### src/assert_macros.svh
// Assertion helpers shared by the RTL.
`ifndef ASSERT_MACROS_SVH
`define ASSERT_MACROS_SVH

// Check a property on every rising clock edge outside reset.
`define ASSERT_CLK(label, clk, rst_n, prop, msg) \
	label: assert property (@(posedge clk) disable iff (!rst_n) prop) else $error(msg);

// Check that a condition never holds on a rising clock edge outside reset.
`define ASSERT_NEVER(label, clk, rst_n, cond, msg) \
	`ASSERT_CLK(label, clk, rst_n, !(cond), msg)

`endif

### src/mwee_pkg.sv
package mwee_pkg;

	localparam int TICK_W           = 14;
	localparam int DEF_ADDR_BITS    = 7;
	localparam int DEF_WORD_BITS    = 8;
	localparam int DEF_SHIFT_BITS   = 16;
	localparam int DEF_DEPTH        = 128;
	localparam logic [TICK_W-1:0] RST_WRITE_TICKS = 14'd1750;
	localparam logic [TICK_W-1:0] RST_ERASE_TICKS = 14'd1000;
	localparam logic [TICK_W-1:0] RST_BULK_TICKS  = 14'd8000;

	// configuration register indexes
	localparam logic [1:0] CFG_WRITE_BUSY = 2'd0;
	localparam logic [1:0] CFG_ERASE_BUSY = 2'd1;
	localparam logic [1:0] CFG_BULK_BUSY  = 2'd2;

	// command opcode field
	localparam logic [1:0] CMD_EXT   = 2'd0;
	localparam logic [1:0] CMD_WRITE = 2'd1;
	localparam logic [1:0] CMD_READ  = 2'd2;
	localparam logic [1:0] CMD_ERASE = 2'd3;

	// extended command selector (top two address bits)
	localparam logic [1:0] SUB_LOCK   = 2'd0;
	localparam logic [1:0] SUB_WRALL  = 2'd1;
	localparam logic [1:0] SUB_ERAL   = 2'd2;
	localparam logic [1:0] SUB_UNLOCK = 2'd3;

	typedef enum logic [1:0] {
		OP_CS   = 2'd0,
		OP_CLK  = 2'd1,
		OP_DI   = 2'd2,
		OP_TICK = 2'd3
	} op_t;

	typedef enum logic [1:0] {
		BUSY_NONE,
		BUSY_WRITE,
		BUSY_ERASE,
		BUSY_BULK
	} busy_sel_t;

	typedef struct packed {
		logic      item_load;
		logic      set_cs;
		logic      set_clk;
		logic      set_di;
		logic      fresh_set;
		logic      fresh_clr;
		logic      tick;
		logic      sh_clr;
		logic      sh_in;
		logic      sh_left;
		logic      rd_load;
		logic      run;
		logic      lock_set;
		logic      lock_clr;
		busy_sel_t busy_sel;
		logic      mem_wr;
		logic      mem_ones;
		logic      fill_start;
		logic      fill_ones;
		logic      fill_step;
	} mwee_cmd_t;

	typedef struct packed {
		op_t        opcode;
		logic       level;
		logic       cs;
		logic       clk;
		logic       di;
		logic       fresh;
		logic       busy_zero;
		logic       cmd_full;
		logic       word_full;
		logic       rd_first;
		logic [1:0] cmd_op;
		logic [1:0] cmd_sub;
		logic       lock;
		logic       shift_msb;
		logic       fill_last;
	} mwee_status_t;

endpackage

### src/microwire_serial_eeprom.sv
// Three-wire serial EEPROM model in logic, DEPTH words of WORD_BITS bits.
//
// Input channel (in_valid/in_ready, opcode, level): one transaction per pin
// change (chip select, clock, data in) or per one-microsecond tick. Output
// channel (out_valid/out_ready, data_out, ready_res): exactly one transaction
// per input transaction, the pin state after that item is applied.
// Configuration port (cfg_wen, cfg_index, cfg_data): single-cycle writes of
// the write, erase and bulk busy durations; index 3 is ignored.
//
// Each item is latched, executed and its result loaded. A clock edge adds a
// decode step in command mode, a commit step in write mode and a fetch step
// at a read word's first bit; a single erase adds decode and write steps;
// write-all, erase-all sweep the words one per cycle on the single write port.
// The result register sits between the two channels: a new item is taken
// while the previous result is still being handed off, but a stalled
// receiver holds the block once that result register is full.
// Reset: all words read as all ones (per-word valid bits, cleared at once),
// write lock set, busy counter zero, busy durations back to 1750/1000/8000.
module microwire_serial_eeprom import mwee_pkg::*; #(
	parameter int ADDR_BITS  = DEF_ADDR_BITS,
	parameter int WORD_BITS  = DEF_WORD_BITS,
	parameter int SHIFT_BITS = DEF_SHIFT_BITS,
	parameter int DEPTH      = DEF_DEPTH
) (
	input  logic              clk,
	input  logic              arst_n,
	input  logic              in_valid,
	output logic              in_ready,
	input  logic [1:0]        opcode,
	input  logic              level,
	output logic              out_valid,
	input  logic              out_ready,
	output logic              data_out,
	output logic              ready_res,
	input  logic              cfg_wen,
	input  logic [1:0]        cfg_index,
	input  logic [TICK_W-1:0] cfg_data
);

	`include "assert_macros.svh"

	mwee_cmd_t    cmd;
	mwee_status_t st;

	// Sequencer: walks each transaction through execute, command decode,
	// memory access and result load.
	mwee_ctrl u_ctrl (
		.clk       (clk),
		.arst_n    (arst_n),
		.in_valid  (in_valid),
		.in_ready  (in_ready),
		.out_valid (out_valid),
		.out_ready (out_ready),
		.data_out  (data_out),
		.ready_res (ready_res),
		.st        (st),
		.cmd       (cmd)
	);

	// Datapath: pin levels, shift register, address, lock, busy counter,
	// busy-duration registers and the word memory.
	mwee_dp #(
		.ADDR_BITS  (ADDR_BITS),
		.WORD_BITS  (WORD_BITS),
		.SHIFT_BITS (SHIFT_BITS),
		.DEPTH      (DEPTH)
	) u_dp (
		.clk       (clk),
		.arst_n    (arst_n),
		.opcode    (opcode),
		.level     (level),
		.cfg_wen   (cfg_wen),
		.cfg_index (cfg_index),
		.cfg_data  (cfg_data),
		.cmd       (cmd),
		.st        (st)
	);

	// Never accept while a result sits stalled in the output register.
	`ASSERT_CLK(a_no_accept_on_stall, clk, arst_n, in_ready |-> (!out_valid || out_ready), "accept while result stalled")
	// Drop programming while locked: no single write or bulk fill may start.
	`ASSERT_NEVER(a_wr_locked, clk, arst_n, (cmd.mem_wr || cmd.fill_start) && st.lock, "memory programmed while locked")
	// Hold off the next transaction in the cycle right after an accept.
	`ASSERT_CLK(a_one_in_flight, clk, arst_n, (in_valid && in_ready) |=> !in_ready, "back-to-back accept")

endmodule

### src/mwee_dp.sv
module mwee_dp import mwee_pkg::*; #(
	parameter int ADDR_BITS  = DEF_ADDR_BITS,
	parameter int WORD_BITS  = DEF_WORD_BITS,
	parameter int SHIFT_BITS = DEF_SHIFT_BITS,
	parameter int DEPTH      = DEF_DEPTH
) (
	input  logic                clk,
	input  logic                arst_n,
	input  logic [1:0]          opcode,
	input  logic                level,
	input  logic                cfg_wen,
	input  logic [1:0]          cfg_index,
	input  logic [TICK_W-1:0]   cfg_data,
	input  mwee_cmd_t           cmd,
	output mwee_status_t        st
);

	localparam int MEM_AW    = $clog2(DEPTH);
	localparam int RED_STEPS = (ADDR_BITS > MEM_AW) ? (ADDR_BITS - MEM_AW + 1) : 1;
	localparam int BC_MAX    = ((2 + ADDR_BITS) > WORD_BITS) ? (2 + ADDR_BITS) : WORD_BITS;
	localparam int BC_W      = $clog2(BC_MAX + 1);

	op_t                   opcode_q;
	logic                  level_q;
	logic                  cs_q, clk_q, di_q, fresh_q, lock_q;
	logic [SHIFT_BITS-1:0] shift_q;
	logic [BC_W-1:0]       bc_q;
	logic [ADDR_BITS-1:0]  addr_q;
	logic [TICK_W-1:0]     busy_q;
	logic [TICK_W-1:0]     wr_ticks_q, er_ticks_q, bulk_ticks_q;
	logic [WORD_BITS-1:0]  fill_data_q;
	logic [MEM_AW-1:0]     sweep_q;
	logic [DEPTH-1:0]      valid_q;
	logic [WORD_BITS-1:0]  mem [DEPTH];
	logic [WORD_BITS-1:0]  rdata_q;

	logic [MEM_AW-1:0]                idx;
	logic [WORD_BITS+SHIFT_BITS-1:0]  low_ext, load_ext;
	logic [WORD_BITS-1:0]             shift_word;
	logic [SHIFT_BITS-1:0]            load_val;
	logic [BC_W-1:0]                  bc_rd_next;
	logic                             wr_en;
	logic [MEM_AW-1:0]                waddr;
	logic [WORD_BITS-1:0]             wdata;

	// Reduce the address modulo DEPTH by restoring subtraction of shifted copies.
	always_comb begin : addr_reduce
		logic [31:0] red;
		red = 32'(addr_q);
		for (int k = RED_STEPS - 1; k >= 0; k--) begin
			if (red >= (32'(DEPTH) << k)) begin
				red = red - (32'(DEPTH) << k);
			end
		end
		idx = red[MEM_AW-1:0];
	end

	assign low_ext    = {{WORD_BITS{1'b0}}, shift_q};
	assign shift_word = low_ext[WORD_BITS-1:0];
	assign load_ext   = {rdata_q, {SHIFT_BITS{1'b0}}};
	assign load_val   = load_ext[WORD_BITS+SHIFT_BITS-1 -: SHIFT_BITS];
	assign bc_rd_next = (bc_q == BC_W'(WORD_BITS - 1)) ? '0 : bc_q + 1'b1;

	assign wr_en = cmd.mem_wr | cmd.fill_step;
	assign waddr = cmd.fill_step ? sweep_q : idx;
	assign wdata = cmd.fill_step ? fill_data_q : (cmd.mem_ones ? '1 : shift_word);

	always_ff @(posedge clk or negedge arst_n) begin
		if (!arst_n) begin
			cs_q         <= 1'b0;
			clk_q        <= 1'b0;
			di_q         <= 1'b0;
			fresh_q      <= 1'b0;
			lock_q       <= 1'b1;
			shift_q      <= '0;
			bc_q         <= '0;
			addr_q       <= '0;
			busy_q       <= '0;
			sweep_q      <= '0;
			valid_q      <= '0;
			wr_ticks_q   <= RST_WRITE_TICKS;
			er_ticks_q   <= RST_ERASE_TICKS;
			bulk_ticks_q <= RST_BULK_TICKS;
		end else begin
			if (cfg_wen) begin
				unique case (cfg_index)
					CFG_WRITE_BUSY: wr_ticks_q   <= cfg_data;
					CFG_ERASE_BUSY: er_ticks_q   <= cfg_data;
					CFG_BULK_BUSY:  bulk_ticks_q <= cfg_data;
					default: ;
				endcase
			end
			if (cmd.set_cs)    cs_q <= level_q;
			if (cmd.set_clk)   clk_q <= level_q;
			if (cmd.set_di)    di_q <= level_q;
			if (cmd.fresh_set) fresh_q <= 1'b1;
			if (cmd.fresh_clr) fresh_q <= 1'b0;
			if (cmd.lock_set)  lock_q <= 1'b1;
			if (cmd.lock_clr)  lock_q <= 1'b0;

			if (cmd.tick && busy_q != '0) begin
				busy_q <= busy_q - 1'b1;
			end
			unique case (cmd.busy_sel)
				BUSY_WRITE: busy_q <= wr_ticks_q;
				BUSY_ERASE: busy_q <= er_ticks_q;
				BUSY_BULK:  busy_q <= bulk_ticks_q;
				BUSY_NONE:  ;
			endcase

			if (cmd.run) begin
				bc_q   <= '0;
				addr_q <= shift_q[ADDR_BITS-1:0];
			end
			if (cmd.sh_clr) begin
				shift_q <= '0;
				bc_q    <= '0;
			end else if (cmd.sh_in) begin
				shift_q <= {shift_q[SHIFT_BITS-2:0], di_q};
				bc_q    <= bc_q + 1'b1;
			end else if (cmd.sh_left) begin
				shift_q <= {shift_q[SHIFT_BITS-2:0], 1'b0};
				bc_q    <= bc_rd_next;
			end else if (cmd.rd_load) begin
				shift_q <= load_val;
				bc_q    <= bc_rd_next;
				addr_q  <= addr_q + 1'b1;
			end

			if (cmd.fill_start) begin
				sweep_q <= '0;
			end else if (cmd.fill_step) begin
				sweep_q <= sweep_q + 1'b1;
			end
			if (wr_en) begin
				valid_q[waddr] <= 1'b1;
			end
		end
	end

	// Item latch, fill pattern and memory array: payload, no reset.
	always_ff @(posedge clk) begin
		if (cmd.item_load) begin
			opcode_q <= op_t'(opcode);
			level_q  <= level;
		end
		if (cmd.fill_start) begin
			fill_data_q <= cmd.fill_ones ? '1 : shift_word;
		end
		if (wr_en) begin
			mem[waddr] <= wdata;
		end
		rdata_q <= valid_q[idx] ? mem[idx] : '1;
	end

	always_comb begin
		st.opcode    = opcode_q;
		st.level     = level_q;
		st.cs        = cs_q;
		st.clk       = clk_q;
		st.di        = di_q;
		st.fresh     = fresh_q;
		st.busy_zero = (busy_q == '0);
		st.cmd_full  = (bc_q == BC_W'(2 + ADDR_BITS));
		st.word_full = (bc_q == BC_W'(WORD_BITS));
		st.rd_first  = (bc_q == '0);
		st.cmd_op    = shift_q[ADDR_BITS+1:ADDR_BITS];
		st.cmd_sub   = shift_q[ADDR_BITS-1:ADDR_BITS-2];
		st.lock      = lock_q;
		st.shift_msb = shift_q[SHIFT_BITS-1];
		st.fill_last = (sweep_q == MEM_AW'(DEPTH - 1));
	end

endmodule

### src/mwee_ctrl.sv
module mwee_ctrl import mwee_pkg::*; (
	input  logic         clk,
	input  logic         arst_n,
	input  logic         in_valid,
	output logic         in_ready,
	output logic         out_valid,
	input  logic         out_ready,
	output logic         data_out,
	output logic         ready_res,
	input  mwee_status_t st,
	output mwee_cmd_t    cmd
);

	typedef enum logic [2:0] {
		S_IDLE,
		S_EXEC,
		S_RUN,
		S_ERASE,
		S_COMMIT,
		S_LOAD,
		S_FILL,
		S_DONE
	} state_t;

	typedef enum logic [2:0] {
		M_IDLE,
		M_START,
		M_CMD,
		M_READ,
		M_WRITE,
		M_WRALL
	} mode_t;

	state_t state_q, state_d;
	mode_t  mode_q, mode_d;
	logic   out_valid_q, dout_q, rdy_q;
	logic   dout_d;

	always_comb begin
		cmd      = '0;
		state_d  = state_q;
		mode_d   = mode_q;
		in_ready = 1'b0;
		unique case (state_q)
			S_IDLE: begin
				in_ready = !out_valid_q || out_ready;
				if (in_valid && in_ready) begin
					cmd.item_load = 1'b1;
					state_d       = S_EXEC;
				end
			end
			S_EXEC: begin
				state_d = S_DONE;
				unique case (st.opcode)
					OP_CS: begin
						if (st.level != st.cs) begin
							cmd.set_cs = 1'b1;
							if (st.level) begin
								cmd.fresh_set = 1'b1;
								mode_d        = M_START;
							end else begin
								mode_d = M_IDLE;
							end
						end
					end
					OP_CLK: begin
						if (st.level != st.clk) begin
							cmd.set_clk = 1'b1;
							if (st.level) begin
								unique case (mode_q)
									M_START: begin
										if (st.di && st.busy_zero && !st.fresh) begin
											cmd.sh_clr = 1'b1;
											mode_d     = M_CMD;
										end
									end
									M_CMD: begin
										cmd.sh_in = 1'b1;
										state_d   = S_RUN;
									end
									M_READ: begin
										if (st.rd_first) begin
											state_d = S_LOAD;
										end else begin
											cmd.sh_left = 1'b1;
										end
									end
									M_WRITE, M_WRALL: begin
										cmd.sh_in = 1'b1;
										state_d   = S_COMMIT;
									end
									default: ;
								endcase
							end
						end
					end
					OP_DI: cmd.set_di = 1'b1;
					OP_TICK: begin
						cmd.tick      = 1'b1;
						cmd.fresh_clr = 1'b1;
					end
				endcase
			end
			S_RUN: begin
				state_d = S_DONE;
				if (st.cmd_full) begin
					cmd.run = 1'b1;
					mode_d  = M_IDLE;
					unique case (st.cmd_op)
						CMD_EXT: begin
							unique case (st.cmd_sub)
								SUB_LOCK:   cmd.lock_set = 1'b1;
								SUB_WRALL: begin
									cmd.sh_clr = 1'b1;
									mode_d     = M_WRALL;
								end
								SUB_ERAL: begin
									if (!st.lock) begin
										cmd.fill_start = 1'b1;
										cmd.fill_ones  = 1'b1;
										cmd.busy_sel   = BUSY_BULK;
										state_d        = S_FILL;
									end
								end
								SUB_UNLOCK: cmd.lock_clr = 1'b1;
							endcase
						end
						CMD_WRITE: begin
							cmd.sh_clr = 1'b1;
							mode_d     = M_WRITE;
						end
						CMD_READ: begin
							cmd.sh_clr = 1'b1;
							mode_d     = M_READ;
						end
						CMD_ERASE: begin
							if (!st.lock) begin
								state_d = S_ERASE;
							end
						end
					endcase
				end
			end
			S_ERASE: begin
				cmd.mem_wr   = 1'b1;
				cmd.mem_ones = 1'b1;
				cmd.busy_sel = BUSY_ERASE;
				state_d      = S_DONE;
			end
			S_COMMIT: begin
				state_d = S_DONE;
				if (st.word_full) begin
					mode_d = M_IDLE;
					if (!st.lock) begin
						if (mode_q == M_WRITE) begin
							cmd.mem_wr   = 1'b1;
							cmd.busy_sel = BUSY_WRITE;
						end else begin
							cmd.fill_start = 1'b1;
							cmd.busy_sel   = BUSY_BULK;
							state_d        = S_FILL;
						end
					end
				end
			end
			S_LOAD: begin
				cmd.rd_load = 1'b1;
				state_d     = S_DONE;
			end
			S_FILL: begin
				cmd.fill_step = 1'b1;
				if (st.fill_last) begin
					state_d = S_DONE;
				end
			end
			S_DONE: state_d = S_IDLE;
		endcase
	end

	always_comb begin
		priority if (mode_q == M_READ) begin
			dout_d = st.shift_msb;
		end else if (mode_q == M_START) begin
			dout_d = st.busy_zero;
		end else begin
			dout_d = 1'b1;
		end
	end

	always_ff @(posedge clk or negedge arst_n) begin
		if (!arst_n) begin
			state_q     <= S_IDLE;
			mode_q      <= M_IDLE;
			out_valid_q <= 1'b0;
			dout_q      <= 1'b1;
			rdy_q       <= 1'b1;
		end else begin
			state_q <= state_d;
			mode_q  <= mode_d;
			if (out_valid_q && out_ready) begin
				out_valid_q <= 1'b0;
			end
			if (state_q == S_DONE) begin
				out_valid_q <= 1'b1;
				dout_q      <= dout_d;
				rdy_q       <= st.busy_zero;
			end
		end
	end

	assign out_valid = out_valid_q;
	assign data_out  = dout_q;
	assign ready_res = rdy_q;

endmodule
### config.mk
export PLATFORM = sky130hd
export DESIGN_NAME = microwire_serial_eeprom
export DESIGN_NICKNAME = d
export VERILOG_FILES = /design/src/mwee_pkg.sv /design/src/microwire_serial_eeprom.sv /design/src/mwee_dp.sv /design/src/mwee_ctrl.sv
export VERILOG_INCLUDE_DIRS = /design/src /design/src/src
export SDC_FILE = /design/constraint.sdc
export NUM_CORES = 1
export LEC_CHECK = 0
export BUFFER_PORTS_ARGS = -buffer_cell sky130_fd_sc_hd__buf_2
export CAP_MARGIN = 20
export CORE_ASPECT_RATIO = 1.4
export CORE_UTILIZATION = 57
export CTS_CLUSTER_DIAMETER = 60
export DETAILED_ROUTE_END_ITERATION = 7
export PLACE_DENSITY_LB_ADDON = 0.05
export SYNTH_ARGS = -nofsm -noshare
export SYNTH_HDL_FRONTEND = slang
export SYNTH_HIERARCHICAL = 1
export SYNTH_SLANG_ARGS = --single-unit
### constraint.sdc
create_clock -name clk -period 7 [get_ports clk]
set_input_delay 0.7 -clock clk [delete_from_list [all_inputs] [get_ports clk]]
set_output_delay 0.7 -clock clk [all_outputs]
set_load 0.05 [all_outputs]
[Yosys cells after proc, flatten, opt, wreduce, memory -nomap -nowiden]
Memory sizes are Yosys's and may differ from the RTL's. A register that Yosys moved wholly into a read port is not among the register bits.
Cells that the tools add are included.
Cells by class
  add/subtract/negate cells: 4
  magnitude comparators: 3
  equality and inequality tests: 42
  muxes and demuxes: 113
  bitwise logic cells: 2
  reduce and logical (&&, ||, !) cells: 35
Operator list (number)
  $or 128x128->128: 1
  $mux 3: 24
  $mux 16: 4
  $mux 7: 8
  $mux 1: 43
  $pmux 14 s3: 1
  $mux 4: 7
  $pmux 3 s3: 3
  $pmux 3 s7: 1
  $eq 2x2->1 const B: 9
  $eq 3x3->1 const B: 6
  $lt 7x8->1 const B: 2
  $mux 2: 8
  $mux 8: 2
  $ne 3x2->1 const B: 5
  $add 7x1->7 const B: 2
  $logic_not 14->1: 1
  $mux 14: 1
  $reduce_bool 14->1: 1
  $sub 14x1->14 const B: 1
  $eq 3x2->1 const B: 4
  $pmux 3 s2: 2
  $eq 2x1->1 const B: 5
  $reduce_and 9->1: 1
  30 further kinds: 57
Word-level totals
  register bits after elaboration: 243
  RAM bits: 1024
  output and inout bits: 4
  word-level logic and storage cells: 222
  memories kept: 1
Memories
  u_dp.mem: words 128, width 8, read ports 1, clocked after Yosys merged registers in 1, write ports 1, line mwee_dp.sv:34  | logic [WORD_BITS-1:0] mem [DEPTH];

[Longest topological paths before layout]
  depth in word-level cells: 12
  mapped depth: 14
  mapped depth without buffers: 14

[By module]
The synthesis kept the hierarchy.
Modules (own cells, without submodules)
  mwee_dp: instances 1, cells each 2601, area each 49986.7 um^2
  mwee_ctrl: instances 1, cells each 121, area each 973.4 um^2

[Worst setup path before layout]
OpenSTA, ideal clock, no wires.
  kind: reg-to-reg
  start point: register u_ctrl.state_q[0]
  end point: memory u_dp/mem[0][4] (netlist bit), data pin
  library setup time: 1.197 ns
  arrival: 6.419 ns
  slack: -0.616 ns
  stages on the path, launching flop included: 7
  buffers on the path: 4
  clock period less this slack: 7.616 ns
  cells stage by stage: dfrtp_1 clkbuf_1 buf_1 nor3_1 clkbuf_1 buf_1 o21ai_0
RTL lines
  from (decl): line mwee_ctrl.sv:34  | state_t state_q, state_d;
  from (signal assigned): line mwee_ctrl.sv:198  | state_q <= state_d;
  to (decl): line mwee_dp.sv:34

==> flow_metrics.env <==
export IMPL_hold_buffers=0
export IMPL_seq_area_frac_synth_pct=72.7
export IMPL_areaGrowthSynthToFinish_pct=10.6
export IMPL_reg2reg_setup_slack_ns=2.47
export IMPL_ios=28
export IMPL_drv_slew=0
export IMPL_clkLatencyLatePin_ns=0.69
export IMPL_syn_inst=2722
export IMPL_grt_pass1_wl_mm=180
export IMPL_postSynthAreaPerCell_um2=18.7
export IMPL_r2r_cells=11
export IMPL_port_buffers=27
export IMPL_rows=129
export IMPL_final_area_um2=56400
export IMPL_cts_clk_slew_worst_paths_ns=0.06
export IMPL_setup_viol=0
export IMPL_synth_area_um2=51000
export IMPL_first_pass_iters=6
export IMPL_async_flop_share_pct=18.2
export IMPL_cts_resized=0
export IMPL_cts_sink_count=1275
export IMPL_crit_arrival_ns=4.83
export IMPL_gp_congestion=0.869
export IMPL_post_cts_setup_buffer_count=0
export IMPL_rsz0062_at_grt="no"
export IMPL_grt_max_degree=101
export IMPL_clock_root_buffer="clkbuf_16"
export IMPL_holdWs_ns=0.00152
export IMPL_hold_viol=0
export IMPL_ys_ff_latch=1275
export IMPL_syn_nets=2761
export IMPL_power_density_nw_per_um2=401
export IMPL_synth_top_cell_by_area="edfxtp_1"
export IMPL_period_minus_slack_ns=4.53
export IMPL_synth_main_ff_cell="edfxtp_1"
export IMPL_critPathKind="flip-flop to flip-flop"
export IMPL_start_util_pct=57.6
export IMPL_critPathCaptureType="flip-flop"
export IMPL_final_layout_size_suffix_gt1_share_pct=28.8
export IMPL_worst_pin_slew_ns=1.11
export IMPL_drt_iter0_markers=2636
export IMPL_drc=0
export IMPL_worstPathRequired_ns=7.30
export IMPL_grt_usage_pct=27.4
export IMPL_die_w_um=255
export IMPL_cts_tree="yes"
export IMPL_status="finished, final reports clean"
export IMPL_yosysMostFrequentCell="edfxtp_1"
export IMPL_ant_nets=0
export IMPL_relSlewSlack_pct=26.1
export IMPL_p_leak_uw=0.0194
export IMPL_utilization_pct=63.7
export IMPL_fmax_ghz=0.221
export IMPL_r2r_start="u_dp/bc_q[0]$_DFFE_PN0P_"
export IMPL_finalCritPeriodShare_pct=64.7
export IMPL_yosysWarnings=6
export IMPL_critPathMaxFanout=10
export IMPL_cap_violations=0
export IMPL_synth_common_cells="1,035 x edfxtp_1, 307 x mux4_2, 210 x dfrtp_1, 187 x nor2_1, 141 x or2_2"
export IMPL_hp_class="primary input to asynchronous set/reset pin"
export IMPL_grt_pass1_vias=27000
export IMPL_place_area_um2=52400
export IMPL_pre_cts_slack_ns=2.56
export IMPL_ctsHtreeMaxLevel=3
export IMPL_dp_cells=3829
export IMPL_crit_path_start_kind="flip-flop"
export IMPL_antenna_found_initial=2
export IMPL_clockBufferDepth=3
export IMPL_grt_overflow_total=0
export IMPL_clock_skew_ns=0.0237
export IMPL_viasPerCell=6.43
export IMPL_synth_top_area_share_pct=61.0
export IMPL_fin_ws_ns=2.47
export IMPL_wl_mm=120
export IMPL_vias=26100
export IMPL_peakVddDrop_mv=0.363
export IMPL_synth_area_top_cells="edfxtp_1 61%, mux4_2 14%, dfrtp_1 10%"
export IMPL_numCtsBuffers=117
export IMPL_final_nets=2809
export IMPL_synth_edf_count=1035
export IMPL_fp_dieH_um=356
export IMPL_coreArea_um2=88400
export IMPL_post_dp_hpwl_mm=73.7
export IMPL_ys_types=74
export IMPL_final_cells=4053
export IMPL_r2r_end="u_dp/mem[120][4]$_DFFE_PP_"
export IMPL_wire_per_inst_um=29.6
export IMPL_fp_dieArea_um2=90600
export IMPL_insertedDiodeCount=0
-- cell usage in the layout (no fill, tap or decap), drive strengths merged, types with 8 or more instances in the layout --
cell         n
a211oi      16
a21oi       34
a221o        9
a221oi      16
a222oi      12
a22oi       44
buf         83
bufinv      13
clkbuf     166
clkinv      30
clkinvlp     8
dfrtp      210
dfstp       22
dfxtp        8
edfxtp    1035
ha          15
inv         35
mux2        54
mux2i       41
mux4       307
nand2       89
nand2b      15
nand3       44
nand3b      12
nand4       14
nor2       187
nor3        20
nor3b       11
o21ai       59
o22a        10
o22ai       10
o31a         8
o32ai        8
or2        141
or3          8
-- through the flow --
stage / TNS [ns] / total power (uW)
final: 0 / 22600
after global routing: 0 / 23400
after CTS: 0 / 22700
after detailed placement: 0 / 16200
after global placement: 0 / 16100
after floorplan: -627.00 / 14100
-- worst max-delay path by stage --
stage | depth (start not counted) | slack (ns) | to | startpoint
after floorplan | 6 | -0.62 | u_dp/mem[0][4]$_DFFE_PP_ | u_ctrl/state_q[0]$_DFFE_PN0P_
after CTS | 11 | 2.56 | u_dp/mem[4][5]$_DFFE_PP_ | u_dp/bc_q[0]$_DFFE_PN0P_
after detailed placement | 11 | 2.56 | u_dp/mem[4][6]$_DFFE_PP_ | u_dp/bc_q[0]$_DFFE_PN0P_
after global placement | 6 | 2.66 | u_dp/mem[114][0]$_DFFE_PP_ | u_ctrl/state_q[1]$_DFFE_PN0P_
final | 11 | 2.47 | u_dp/mem[120][4]$_DFFE_PP_ | u_dp/bc_q[0]$_DFFE_PN0P_
after global routing | 11 | 2.32 | u_dp/mem[120][0]$_DFFE_PP_ | u_dp/bc_q[0]$_DFFE_PN0P_
-- cell type report --
type	instances	area (um^2)
Timing Repair Buffer	83	573
Inverter	29	109
Fill cell	6176	32100
Tap cell	1179	1480
Clock buffer	166	3310
Clock inverter	57	663
Sequential cell	1275	37100
Multi-Input combinational cell	1264	13100
-- report_power, final --
group	switching [uW]	internal (uW)	leakage [uW]
sequential	339	9310	0.0125
combinational	3970	2430	0.00492
clock	2750	3780	0.00194
-- routing by layer --
metal,routed length [um],global-route usage (%)
met1,46600,36.7
met2,61100,45.7
met3,8190,4.38
met4,4100,9.86
met5,0,0
-- worst max-delay path, stage by stage, from the launching register on --
cell	delay [ns]
dfrtp_1	0.41
inv_1	0.10
ha_1	0.17
and3b_1	0.19
nand2_1	0.07
or4_1	0.49
o21ai_0	0.40
nor2b_1	0.27
o2bb2ai_1	0.24
nand2_1	0.58
buf_4	0.46
nor2_1	0.74
-- flip-flops by register name, summed over array words and instances (netlist names), 2 cells and up --
register and count:
u_ctrl/mode_q 3, u_ctrl/state_q 3, u_dp/addr_q 7, u_dp/bc_q 4, u_dp/bulk_ticks_q 14, u_dp/busy_q 14
u_dp/er_ticks_q 14, u_dp/fill_data_q 8, u_dp/mem 1024, u_dp/opcode_q 2, u_dp/rdata_q 8, u_dp/shift_q 16
u_dp/sweep_q 7, u_dp/valid_q 128, u_dp/wr_ticks_q 14
-- logic make-up after synthesis --
kind of cell             count (synthesis)  share of synthesized area [%]
AO/OA/AOI/OAI                          266                           3.75
multiplexers                           402                           15.6
buffers and inverters                  183                           1.70
XOR/XNOR                                 8                          0.137
AND/OR/NAND/NOR                        573                           5.72
flip-flops                            1275                           72.7
adder cells (fa/ha/maj)                 15                          0.368
(Power assumes the default switching activity.)
